[src/hlso_pkg.sv]
package hlso_pkg;

    localparam int LOCK_ID_W = 64;
    localparam int STACK_DEPTH_DEF = 16;

    localparam logic OP_LOCK = 1'b0;
    localparam logic OP_UNLOCK = 1'b1;

    typedef struct packed {
        logic                 operation;
        logic [LOCK_ID_W-1:0] lock_id;
    } evt_word_t;

    typedef struct packed {
        logic [LOCK_ID_W-1:0] held_lock;
        logic [LOCK_ID_W-1:0] new_lock;
        logic                 last;
    } edge_word_t;

    // Per-cycle command shared by every stack cell
    typedef struct packed {
        logic rotate;
        logic close;
        logic load;
    } cell_ctrl_t;

endpackage

[src/held_lock_stack_order_edges.sv]
// Held-lock stack with lock-order edge output for one thread.
// Input channel evt_valid / evt_stall / evt_word carries lock and unlock
// words. Output channel edge_valid / edge_stall / edge_word carries, for a
// lock word, one order edge (held lock, new lock, last) per differing held entry.
// cfg_write / cfg_data set the enable bit; write it only while idle.
// Each accepted event passes through an accept step in ST_IDLE, a scan in
// ST_SCAN in which the ring of stack cells rotates once past the compare at
// its bottom cell, and a final step in ST_FIN that pushes the new lock or
// closes the gap left by an unlock. evt_stall stays high through the scan
// and the final step. Each edge waits until the next differing entry passes
// the bottom cell, or the final step for the last edge, and is offered
// on the cycle after that.
// A stalled receiver freezes the rotation until the output slot frees up.
// Reset empties the stack and clears enable; disabled or zero-id events
// are accepted and dropped without leaving the idle state.
module held_lock_stack_order_edges
    import hlso_pkg::*;
#(
    parameter int STACK_DEPTH = STACK_DEPTH_DEF
)
(
    input  logic       clk,
    input  logic       rst_n,
    input  logic       cfg_write,
    input  logic       cfg_data,
    input  logic       evt_valid,
    output logic       evt_stall,
    input  evt_word_t  evt_word,
    output logic       edge_valid,
    input  logic       edge_stall,
    output edge_word_t edge_word
);

    localparam int IDX_W = (STACK_DEPTH > 1) ? $clog2(STACK_DEPTH) : 1;
    localparam int CNT_W = $clog2(STACK_DEPTH + 1);

    localparam logic [1:0] ST_IDLE = 2'd0;
    localparam logic [1:0] ST_SCAN = 2'd1;
    localparam logic [1:0] ST_FIN = 2'd2;

    logic [1:0]           state_reg;
    logic [1:0]           state_next;
    logic                 enable_reg;
    logic [CNT_W-1:0]     count_reg;
    logic [CNT_W-1:0]     count_next;
    logic [IDX_W-1:0]     step_reg;
    logic [IDX_W-1:0]     step_next;
    logic                 found_reg;
    logic                 found_next;
    logic [IDX_W-1:0]     match_reg;
    logic [IDX_W-1:0]     match_next;
    logic                 op_reg;
    logic                 op_next;
    logic [LOCK_ID_W-1:0] id_reg;
    logic [LOCK_ID_W-1:0] id_next;

    logic [LOCK_ID_W-1:0] slot_data [STACK_DEPTH];
    cell_ctrl_t           ctrl;
    logic                 accept;
    logic                 ready;
    logic                 scan_go;
    logic                 fin_go;
    logic                 in_range;
    logic                 head_match;
    logic                 last_step;
    logic                 push;
    logic                 done;

    assign evt_stall = (state_reg != ST_IDLE);
    assign accept = evt_valid && !evt_stall;

    assign scan_go = (state_reg == ST_SCAN) && ready;
    assign fin_go = (state_reg == ST_FIN) && ready;
    assign in_range = CNT_W'(step_reg) < count_reg;
    assign head_match = (slot_data[0] == id_reg);
    assign last_step = (step_reg == IDX_W'(STACK_DEPTH - 1));
    assign push = scan_go && (op_reg == OP_LOCK) && in_range && !head_match;
    assign done = fin_go && (op_reg == OP_LOCK);

    assign ctrl.rotate = scan_go;
    assign ctrl.load = fin_go && (op_reg == OP_LOCK);
    assign ctrl.close = fin_go && (op_reg == OP_UNLOCK) && found_reg;

    always_comb
    begin
        state_next = state_reg;
        count_next = count_reg;
        step_next = step_reg;
        found_next = found_reg;
        match_next = match_reg;
        op_next = op_reg;
        id_next = id_reg;
        case (state_reg)
            ST_IDLE:
            begin
                if (accept && enable_reg && (evt_word.lock_id != '0))
                begin
                    op_next = evt_word.operation;
                    id_next = evt_word.lock_id;
                    step_next = '0;
                    found_next = 1'b0;
                    state_next = ST_SCAN;
                end
            end
            ST_SCAN:
            begin
                if (scan_go)
                begin
                    // the last match seen is the topmost one
                    if ((op_reg == OP_UNLOCK) && in_range && head_match)
                    begin
                        found_next = 1'b1;
                        match_next = step_reg;
                    end
                    if (last_step)
                    begin
                        state_next = ST_FIN;
                    end
                    else
                    begin
                        step_next = step_reg + 1'b1;
                    end
                end
            end
            ST_FIN:
            begin
                if (fin_go)
                begin
                    if (op_reg == OP_LOCK)
                    begin
                        if (count_reg < CNT_W'(STACK_DEPTH))
                        begin
                            count_next = count_reg + 1'b1;
                        end
                    end
                    else if (found_reg)
                    begin
                        count_next = count_reg - 1'b1;
                    end
                    state_next = ST_IDLE;
                end
            end
            default:
            begin
                state_next = ST_IDLE;
            end
        endcase
    end

    always_ff @(posedge clk or negedge rst_n)
    begin
        if (!rst_n)
        begin
            state_reg <= ST_IDLE;
            enable_reg <= 1'b0;
            count_reg <= '0;
            step_reg <= '0;
            found_reg <= 1'b0;
        end
        else
        begin
            state_reg <= state_next;
            count_reg <= count_next;
            step_reg <= step_next;
            found_reg <= found_next;
            if (cfg_write)
            begin
                enable_reg <= cfg_data;
            end
        end
    end

    always_ff @(posedge clk)
    begin
        match_reg <= match_next;
        op_reg <= op_next;
        id_reg <= id_next;
    end

    // Ring of cells: each takes from the one above, the top takes from the bottom
    for (genvar i = 0; i < STACK_DEPTH; i++)
    begin : g_cell
        hlso_cell #(
            .IDX   (i),
            .IDX_W (IDX_W),
            .CNT_W (CNT_W)
        ) u_cell (
            .clk       (clk),
            .ctrl      (ctrl),
            .close_pos (match_reg),
            .load_pos  (count_reg),
            .load_id   (id_reg),
            .nbr       (slot_data[(i + 1) % STACK_DEPTH]),
            .slot      (slot_data[i])
        );
    end

    hlso_emit u_emit (
        .clk        (clk),
        .rst_n      (rst_n),
        .push       (push),
        .done       (done),
        .cand_held  (slot_data[0]),
        .cand_new   (id_reg),
        .ready      (ready),
        .edge_valid (edge_valid),
        .edge_stall (edge_stall),
        .edge_word  (edge_word)
    );

endmodule

[src/hlso_cell.sv]
module hlso_cell
    import hlso_pkg::*;
#(
    parameter int IDX = 0,
    parameter int IDX_W = 4,
    parameter int CNT_W = 5
)
(
    input  logic                 clk,
    input  cell_ctrl_t           ctrl,
    input  logic [IDX_W-1:0]     close_pos,
    input  logic [CNT_W-1:0]     load_pos,
    input  logic [LOCK_ID_W-1:0] load_id,
    input  logic [LOCK_ID_W-1:0] nbr,
    output logic [LOCK_ID_W-1:0] slot
);

    logic [LOCK_ID_W-1:0] slot_reg;
    logic [LOCK_ID_W-1:0] slot_next;

    always_comb
    begin
        slot_next = slot_reg;
        if (ctrl.load && (load_pos == CNT_W'(IDX)))
        begin
            slot_next = load_id;
        end
        else if (ctrl.rotate || (ctrl.close && (int'(close_pos) <= IDX)))
        begin
            // take the entry from the cell above
            slot_next = nbr;
        end
    end

    always_ff @(posedge clk)
    begin
        slot_reg <= slot_next;
    end

    assign slot = slot_reg;

endmodule

[src/hlso_emit.sv]
module hlso_emit
    import hlso_pkg::*;
(
    input  logic                 clk,
    input  logic                 rst_n,
    input  logic                 push,
    input  logic                 done,
    input  logic [LOCK_ID_W-1:0] cand_held,
    input  logic [LOCK_ID_W-1:0] cand_new,
    output logic                 ready,
    output logic                 edge_valid,
    input  logic                 edge_stall,
    output edge_word_t           edge_word
);

    logic                 pend_valid_reg;
    logic                 pend_valid_next;
    logic [LOCK_ID_W-1:0] pend_held_reg;
    logic [LOCK_ID_W-1:0] pend_held_next;
    logic [LOCK_ID_W-1:0] pend_new_reg;
    logic [LOCK_ID_W-1:0] pend_new_next;
    logic                 out_valid_reg;
    logic                 out_valid_next;
    edge_word_t           out_word_reg;
    edge_word_t           out_word_next;
    logic                 load_out;

    // Output slot is free this cycle
    assign ready = !out_valid_reg || !edge_stall;

    always_comb
    begin
        pend_valid_next = pend_valid_reg;
        pend_held_next = pend_held_reg;
        pend_new_next = pend_new_reg;
        out_word_next = out_word_reg;
        load_out = 1'b0;
        if (ready && push)
        begin
            // hold the newest edge back until we know whether it is the last
            if (pend_valid_reg)
            begin
                load_out = 1'b1;
                out_word_next.held_lock = pend_held_reg;
                out_word_next.new_lock = pend_new_reg;
                out_word_next.last = 1'b0;
            end
            pend_valid_next = 1'b1;
            pend_held_next = cand_held;
            pend_new_next = cand_new;
        end
        else if (ready && done && pend_valid_reg)
        begin
            load_out = 1'b1;
            out_word_next.held_lock = pend_held_reg;
            out_word_next.new_lock = pend_new_reg;
            out_word_next.last = 1'b1;
            pend_valid_next = 1'b0;
        end
        out_valid_next = (out_valid_reg && edge_stall) || load_out;
    end

    always_ff @(posedge clk or negedge rst_n)
    begin
        if (!rst_n)
        begin
            pend_valid_reg <= 1'b0;
            out_valid_reg <= 1'b0;
        end
        else
        begin
            pend_valid_reg <= pend_valid_next;
            out_valid_reg <= out_valid_next;
        end
    end

    always_ff @(posedge clk)
    begin
        pend_held_reg <= pend_held_next;
        pend_new_reg <= pend_new_next;
        out_word_reg <= out_word_next;
    end

    assign edge_valid = out_valid_reg;
    assign edge_word = out_word_reg;

endmodule

[config.mk]
export PLATFORM = sky130hd
export DESIGN_NAME = held_lock_stack_order_edges
export DESIGN_NICKNAME = d
export VERILOG_FILES = /design/src/hlso_pkg.sv /design/src/held_lock_stack_order_edges.sv /design/src/hlso_cell.sv /design/src/hlso_emit.sv
export SDC_FILE = /design/constraint.sdc
export NUM_CORES = 1
export LEC_CHECK = 0
export BUFFER_PORTS_ARGS = -buffer_cell sky130_fd_sc_hd__buf_2
export CAP_MARGIN = 20
export CORE_ASPECT_RATIO = 1.2
export CORE_MARGIN = 8
export CORE_UTILIZATION = 38
export DETAILED_ROUTE_END_ITERATION = 8
export GPL_TIMING_DRIVEN = 0
export PLACE_DENSITY = 0.57
export SLEW_MARGIN = 5
export SYNTH_ARGS = -nofsm -noshare
export SYNTH_HDL_FRONTEND = slang
export SYNTH_HIERARCHICAL = 1
export SYNTH_SLANG_ARGS = --single-unit
export TNS_END_PERCENT = 20
[constraint.sdc]
create_clock -name clk -period 27.9 [get_ports clk]
set_input_delay 1.395 -clock clk [delete_from_list [all_inputs] [get_ports clk]]
set_output_delay 1.395 -clock clk [all_outputs]
set_load 0.005 [all_outputs]
# Word-level counts from Yosys, hierarchy flattened
# Index checks and enable logic that the tools add are counted.
# Widths: inputs -> output; s select.
word_totals:
  reg_bits: 1365
  input_bits: 71
  out_inout_bits: 131
  wordCells: 235
classes:
  n_addsub: 3
  order_cmp: 17
  n_eq_ne: 27
  muxes: 56
  n_bitwise: 1
  reduce_logical: 100
op_table:
  columns: ["cell", "count"]
  rows:
  - ["$mux 64", 32]
  - ["$mux 129", 3]
  - ["$eq 64x64->1", 1]
  - ["$reduce_bool 64->1", 1]
  - ["$logic_and 1x1->1", 48]
  - ["$eq 5x4->1 const B", 8]
  - ["$reduce_bool 2->1", 20]
  - ["$le 4x4->1 const B", 7]
  - ["$eq 5x3->1 const B", 4]
  - ["$logic_or 1x1->1", 18]
  - ["$le 4x3->1 const B", 4]
  - ["$reduce_and 4->1", 4]
  - ["$mux 5", 3]
  - ["$mux 4", 3]
  - ["$ne 2x2->1 const B", 6]
  - ["$eq 5x2->1 const B", 2]
  - ["$le 4x1->1 const B", 2]
  - ["$le 4x2->1 const B", 2]
  - ["$mux 1", 8]
  - ["$mux 2", 4]
  - ["$pmux 4 s2", 1]
  - ["$pmux 2 s3", 1]
  - ["$add 5x1->5 const B", 1]
  - ["$eq 5x1->1 const B", 1]
  - ["other kinds (15)", 20]

# Longest topological paths before layout
logic_depth:
  depth_word: 9
  mapped_depth: 8
  depth_no_buf: 8

# Hierarchy
# The synthesis kept the hierarchy.
by_module_without_submodules:
  columns: ["module", "instances", "cells_per_inst", "area_per_inst_um2", "seq_area_each_um2"]
  rows:
  - ["hlso_emit", 1, 267, 7817.5, 7767.4]
  - ["hlso_cell at g_cell[1].u_cell ...", 2, 140, 2934.1, 1921.8]
  - ["hlso_cell at g_cell[11].u_cell ...", 2, 139, 2745.1, 1921.8]
  - ["held_lock_stack_order_edges", 1, 265, 3736.1, 2397.3]
  - ["hlso_cell at g_cell[4].u_cell", 1, 141, 2936.6, 1921.8]
  - ["hlso_cell at g_cell[8].u_cell", 1, 140, 2936.6, 1921.8]
  - ["hlso_cell at g_cell[12].u_cell", 1, 140, 2931.6, 1921.8]
  - ["hlso_cell at g_cell[3].u_cell", 1, 140, 2926.6, 1921.8]
  - ["hlso_cell at g_cell[0].u_cell", 1, 140, 2924.1, 1921.8]
  - ["hlso_cell at g_cell[10].u_cell", 1, 141, 2752.6, 1921.8]
  - ["hlso_cell at g_cell[6].u_cell", 1, 141, 2750.1, 1921.8]
  - ["hlso_cell at g_cell[5].u_cell", 1, 141, 2748.9, 1921.8]
  - ["hlso_cell at g_cell[14].u_cell", 1, 139, 2747.6, 1921.8]
  - ["hlso_cell at g_cell[13].u_cell", 1, 139, 2746.4, 1921.8]
  - ["+2 rows", null, null, null, null]

# Least setup slack after synthesis
# No wires, ideal clock.
synth_path:
  kind: "input port to flip-flop"
  startpoint: "input edge_stall"
  endpoint: "register u_emit.out_word_reg (netlist bit u_emit/edge_word[0]), enable pin"
  setup_ns: 0.660
  arrival_time_ns: 8.686
  required_time_ns: 27.240
  path_slack_ns: 18.554
  path_stages: 6
  n_path_buf: 0
  path_cell_list: "nand2_2 > nand2_1 > or2_2 > nor4b_1 > o21ai_0 > a21oi_1"
synth_via:
  elab_chain_len: 9
  elab_cells_between_ends: 14
  classes_between: "1 x eq/ne; 13 x reduce/logical"
synth_lines:
  columns: ["element", "line", "rtl"]
  rows:
  - ["start, declared", "held_lock_stack_order_edges.sv:30", "input logic edge_stall,"]
  - ["$logic_not 1->1 *", "hlso_emit.sv:29", "assign ready = !out_valid_reg || !edge_stall;"]
  - ["$logic_or 1x1->1 *", "hlso_emit.sv:29", null]
  - ["$logic_and 1x1->1 *", "held_lock_stack_order_edges.sv:72", "assign scan_go = (state_reg == ST_SCAN) && ready;"]
  - ["$logic_and 1x1->1 * (3 in a row)", "held_lock_stack_order_edges.sv:77", "assign push = scan_go && (op_reg == OP_LOCK) && in_range && !head_match;"]
  - ["named net push", "held_lock_stack_order_edges.sv:66", "logic push;"]
  - ["$logic_and 1x1->1 *", "hlso_emit.sv:38", "if (ready && push)"]
  - ["$ne 2x1->1 (no source line) or $reduce_bool 2->1 (tied branches)", null, null]
  - ["$reduce_and 2->1 (no source line) *", null, null]
  - ["end signal, assigned", "hlso_emit.sv:81", "out_word_reg <= out_word_next;"]
  - ["end, declared", "hlso_emit.sv:24", "edge_word_t out_word_reg;"]
# Mark *: on every way through the listed nets, which the timed path passes. The rest lies on a longest branch.
# A chain may end at the register's enable or synchronous reset.

# Final worst setup path
layout_path:
  startpoint: "register id_reg[10]"
  endpoint: "register u_emit.out_word_reg (netlist bit u_emit/edge_word[31]), enable pin"
layout_via:
  elab_chain_len: 6
  elab_cells_between_ends: 7
  classes_between: "2 x eq/ne; 5 x reduce/logical"
layout_lines:
  columns: ["element", "line", "rtl"]
  rows:
  - ["start, declared", "held_lock_stack_order_edges.sv:54", "logic [LOCK_ID_W-1:0] id_reg;"]
  - ["start signal, assigned", "held_lock_stack_order_edges.sv:177", "id_reg <= id_next;"]
  - ["$eq 64x64->1 *", "held_lock_stack_order_edges.sv:75", "assign head_match = (slot_data[0] == id_reg);"]
  - ["$logic_not 1->1 *", "held_lock_stack_order_edges.sv:77", null]
  - ["$logic_and 1x1->1 *", "held_lock_stack_order_edges.sv:77", null]
  - ["named net push", "held_lock_stack_order_edges.sv:66", null]
  - ["$logic_and 1x1->1 *", "hlso_emit.sv:38", null]
  - ["$ne 2x1->1 (no source line) or $reduce_bool 2->1 (tied branches)", null, null]
  - ["$reduce_and 2->1 (no source line) *", null, null]
# Marks and branches as above.

==> results.cfg <==
[run_status]
status = complete, no violations

[place]
gp_congestion = 0.772
hpwlAfterDp_um = 90900
portBuffers = 201

[worst_setup_path]
rrSetupSlack_ns = 23.09
worstRegToRegCells = 10
critical_path_class = register to register
cp-startpoint = id_reg[10]$_DFFE_PP_
endpoint = u_emit/edge_word[31]$_DFFE_PP_
crit_path_max_incr_delay_ns = 0.68
crit_top_cell = buf_12
cp.buffers_inverters = 3
cp-start-kind = register
cp_cell_sequence = xnor2_1 -> nand4_1 -> nor4_1 -> nand4_1 -> nor4b_1 -> o21ai_0 -> a21oi_4 -> buf_12 -> buf_12 -> buf_12
end_kind = register
cp.arrival_ns = 5.31
crit_family = simple AND/OR/NAND/NOR gates
cpMaxStageDelayCell = edfxtp_1
crit_fanout = 24
worstReg2RegStart = id_reg[10]$_DFFE_PP_
cp.required_ns = 28.40
cp.depth = 10
r2r-end = u_emit/edge_word[31]$_DFFE_PP_

[floorplanning]
start_util_pct = 38.2
num_io_pins = 202
fp.dieH_um = 440
core_area_um2 = 149000
die_w_um = 369
rows = 155
dieArea_um2 = 162000

[route]
dr.pass1.iters = 5
met3WireLength_um = 7570
wl_met1_um = 62300
vias = 26890
top_layer = met4
wirelength_um = 139000
ant_nets = 0
drc = 0
drt-wirelength-per-cell_um = 26.6
dr.first_iter.drc_count = 2069
wl_met2_um = 65500
vias_per_cell = 5.14

[timing]
finalSetupTns_ns = 0
holdWs_ns = 0.409
grt_setup_unrepaired = false
skew_ns = 0.0259
worst_pin_slew_ns = 0.895
final_max_slew_viol_count = 0
min_period_ns = 4.81
final_hold_viol_count = 0
fin_crit_sh_pct = 17.2
setup_viol = 0
fmax_mhz = 208
slew_headroom_pct = 40.3

[synthesis]
synth_edf_count = 1350
postSynthAreaPerCell_um2 = 20.5
synthArstFlopShare_pct = 1.10
yosys_warnings = 6
seq_area_frac_synth_pct = 72.0
synth-seq-cells = 1365
synth_area_um2 = 56800
synth_nets = 2849
synth.distinct_cells = 54
ys.flop_type = edfxtp_1
synth_cells = 2770

[min_path]
hold_depth = 0
hp-start = u_emit/pend_new_reg[47]$_DFFE_PP_
hp-class = register to register

[cells_and_area]
register_area_um2 = 40900
area_growth_pct = 15.7
largest_register_ffs = 1024
layout.nets = 3238
drive_gt1_share_pct = 41.9
final_cell_mix = edfxtp_1, mux2_2, mux2_4, mux2_1, buf_2
final_util_pct = 44.3
multiInputGateArea_um2 = 14900
final_common_cell = edfxtp_1
filler_cell_count = 13026

[clocking]
max-clock-path-buffers = 3
cts_root_buffer = clkbuf_16
htree_levels = 4
cts.sinks = 1365
clk_pin_slew_ns = 0.06
cts_hold_buf = 0
cts_setup_buffers = 0
numCtsBuffers = 145
cts_resized = 0
clk_latency_ns = 0.77
cts_tree = built

[global_routing]
grt_util_all_layers_pct = 16.8
antenna_found_initial = 6
grt_start_max_net_pins = 54
grt_pass1_vias = 27728
grt_pass1_wl_um = 198000
overflow = 0

[power]
cellPowerDensity_nw_per_um2 = 116
leakagePower_nw = 23.9
peakVddDrop_v = 0.0000963

[run]
maxCapViolCount = 0
cells in the mapped netlist (2+ instances only):
library cell	n	area share [%]
mux2_2	437	8.7
a21oi_1	10	0.088
nand2_1	22	0.15
nand4_1	24	0.26
edfxtp_1	1350	71
and4bb_2	4	0.088
o21ai_0	9	0.079
nor4b_1	2	0.031
dfrtp_1	15	0.66
buf_6	81	1.6
nand3_1	7	0.062
nand3b_1	12	0.16
mux2_4	343	9.1
mux2_1	245	4.9
buf_2	16	0.14
nor3b_2	5	0.11
a31oi_1	4	0.044
a211o_1	4	0.062
nor4_1	22	0.24
or3_1	3	0.033
xnor2_1	68	1.0
buf_4	17	0.22
nor4b_2	5	0.13
nor2_1	8	0.053
nor3_1	5	0.044
inv_1	13	0.086
xor2_1	2	0.031
nand4b_1	5	0.077
ha_1	7	0.15
worst register-to-register path, stage by stage, from the launching register on:
cell and delay, ns:
edfxtp_1 0.68, xnor2_1 0.66, nand4_1 0.36, nor4_1 0.65, nand4_1 0.53, nor4b_1 0.38
o21ai_0 0.39, a21oi_4 0.22, buf_12 0.26, buf_12 0.19, buf_12 0.21
worst min path at each step:
stage | end | slack [ns]
6_report | u_emit/edge_word[48]$_DFFE_PP_ | 0.41
5_1_grt | u_emit/edge_word[93]$_DFFE_PP_ | 0.42
4_1_cts | u_emit/edge_word[48]$_DFFE_PP_ | 0.41
3_5_place_dp | u_emit/edge_word[5]$_DFFE_PP_ | 0.40
3_3_place_gp | u_emit/edge_word[30]$_DFFE_PP_ | 0.40
2_1_floorplan | u_emit/edge_word[100]$_DFFE_PP_ | 0.40
cell type report:
| type | count | area share [%] |
|---|---|---|
| inverters | 13 | 0.0742 |
| clock inverters | 62 | 0.860 |
| diodes | 4 | 0.0152 |
| multi-input cells | 1278 | 22.6 |
| repair buffers | 242 | 2.80 |
| flip-flops and latches | 1365 | 62.2 |
| plain buffers | 114 | 1.70 |
| well taps | 1962 | 3.73 |
| clock buffers | 190 | 5.95 |
kinds of logic after synthesis:
group	share of synthesized area (%)
XOR/XNOR	1.08
flip-flops	72.0
AO/OA/AOI/OAI	0.491
buffers and inverters	2.06
AND/OR/NAND/NOR	1.55
multiplexers	22.6
adder cells (fa/ha/maj)	0.189
through the flow:
stage          instance area (µm²)  cells  setup WS [ns]  power (mW)
6_report                     65700   5230          23.09        7.62
5_1_grt                      65700   5226          22.88        7.96
4_1_cts                      65700   5225          23.04        7.71
3_5_place_dp                 61200   4973          22.89        5.81
3_3_place_gp                 60300   4933          13.37        5.75
2_1_floorplan                56800   2770          18.55        5.05
report_power, final:
part / internal, mW / switching, mW / total, mW
sequential: 3.66 / 0.398 / 4.06
combinational: 0.843 / 0.857 / 1.70
clock: 1.06 / 0.803 / 1.86
layer usage:
layer  vias to the layer above  track usage, %
met5                         -               0
met3                       206            3.54
met4                         0            5.01
li1                      11836               -
met1                     14148            23.0
met2                       700            26.9
(Power assumes the default switching activity.)
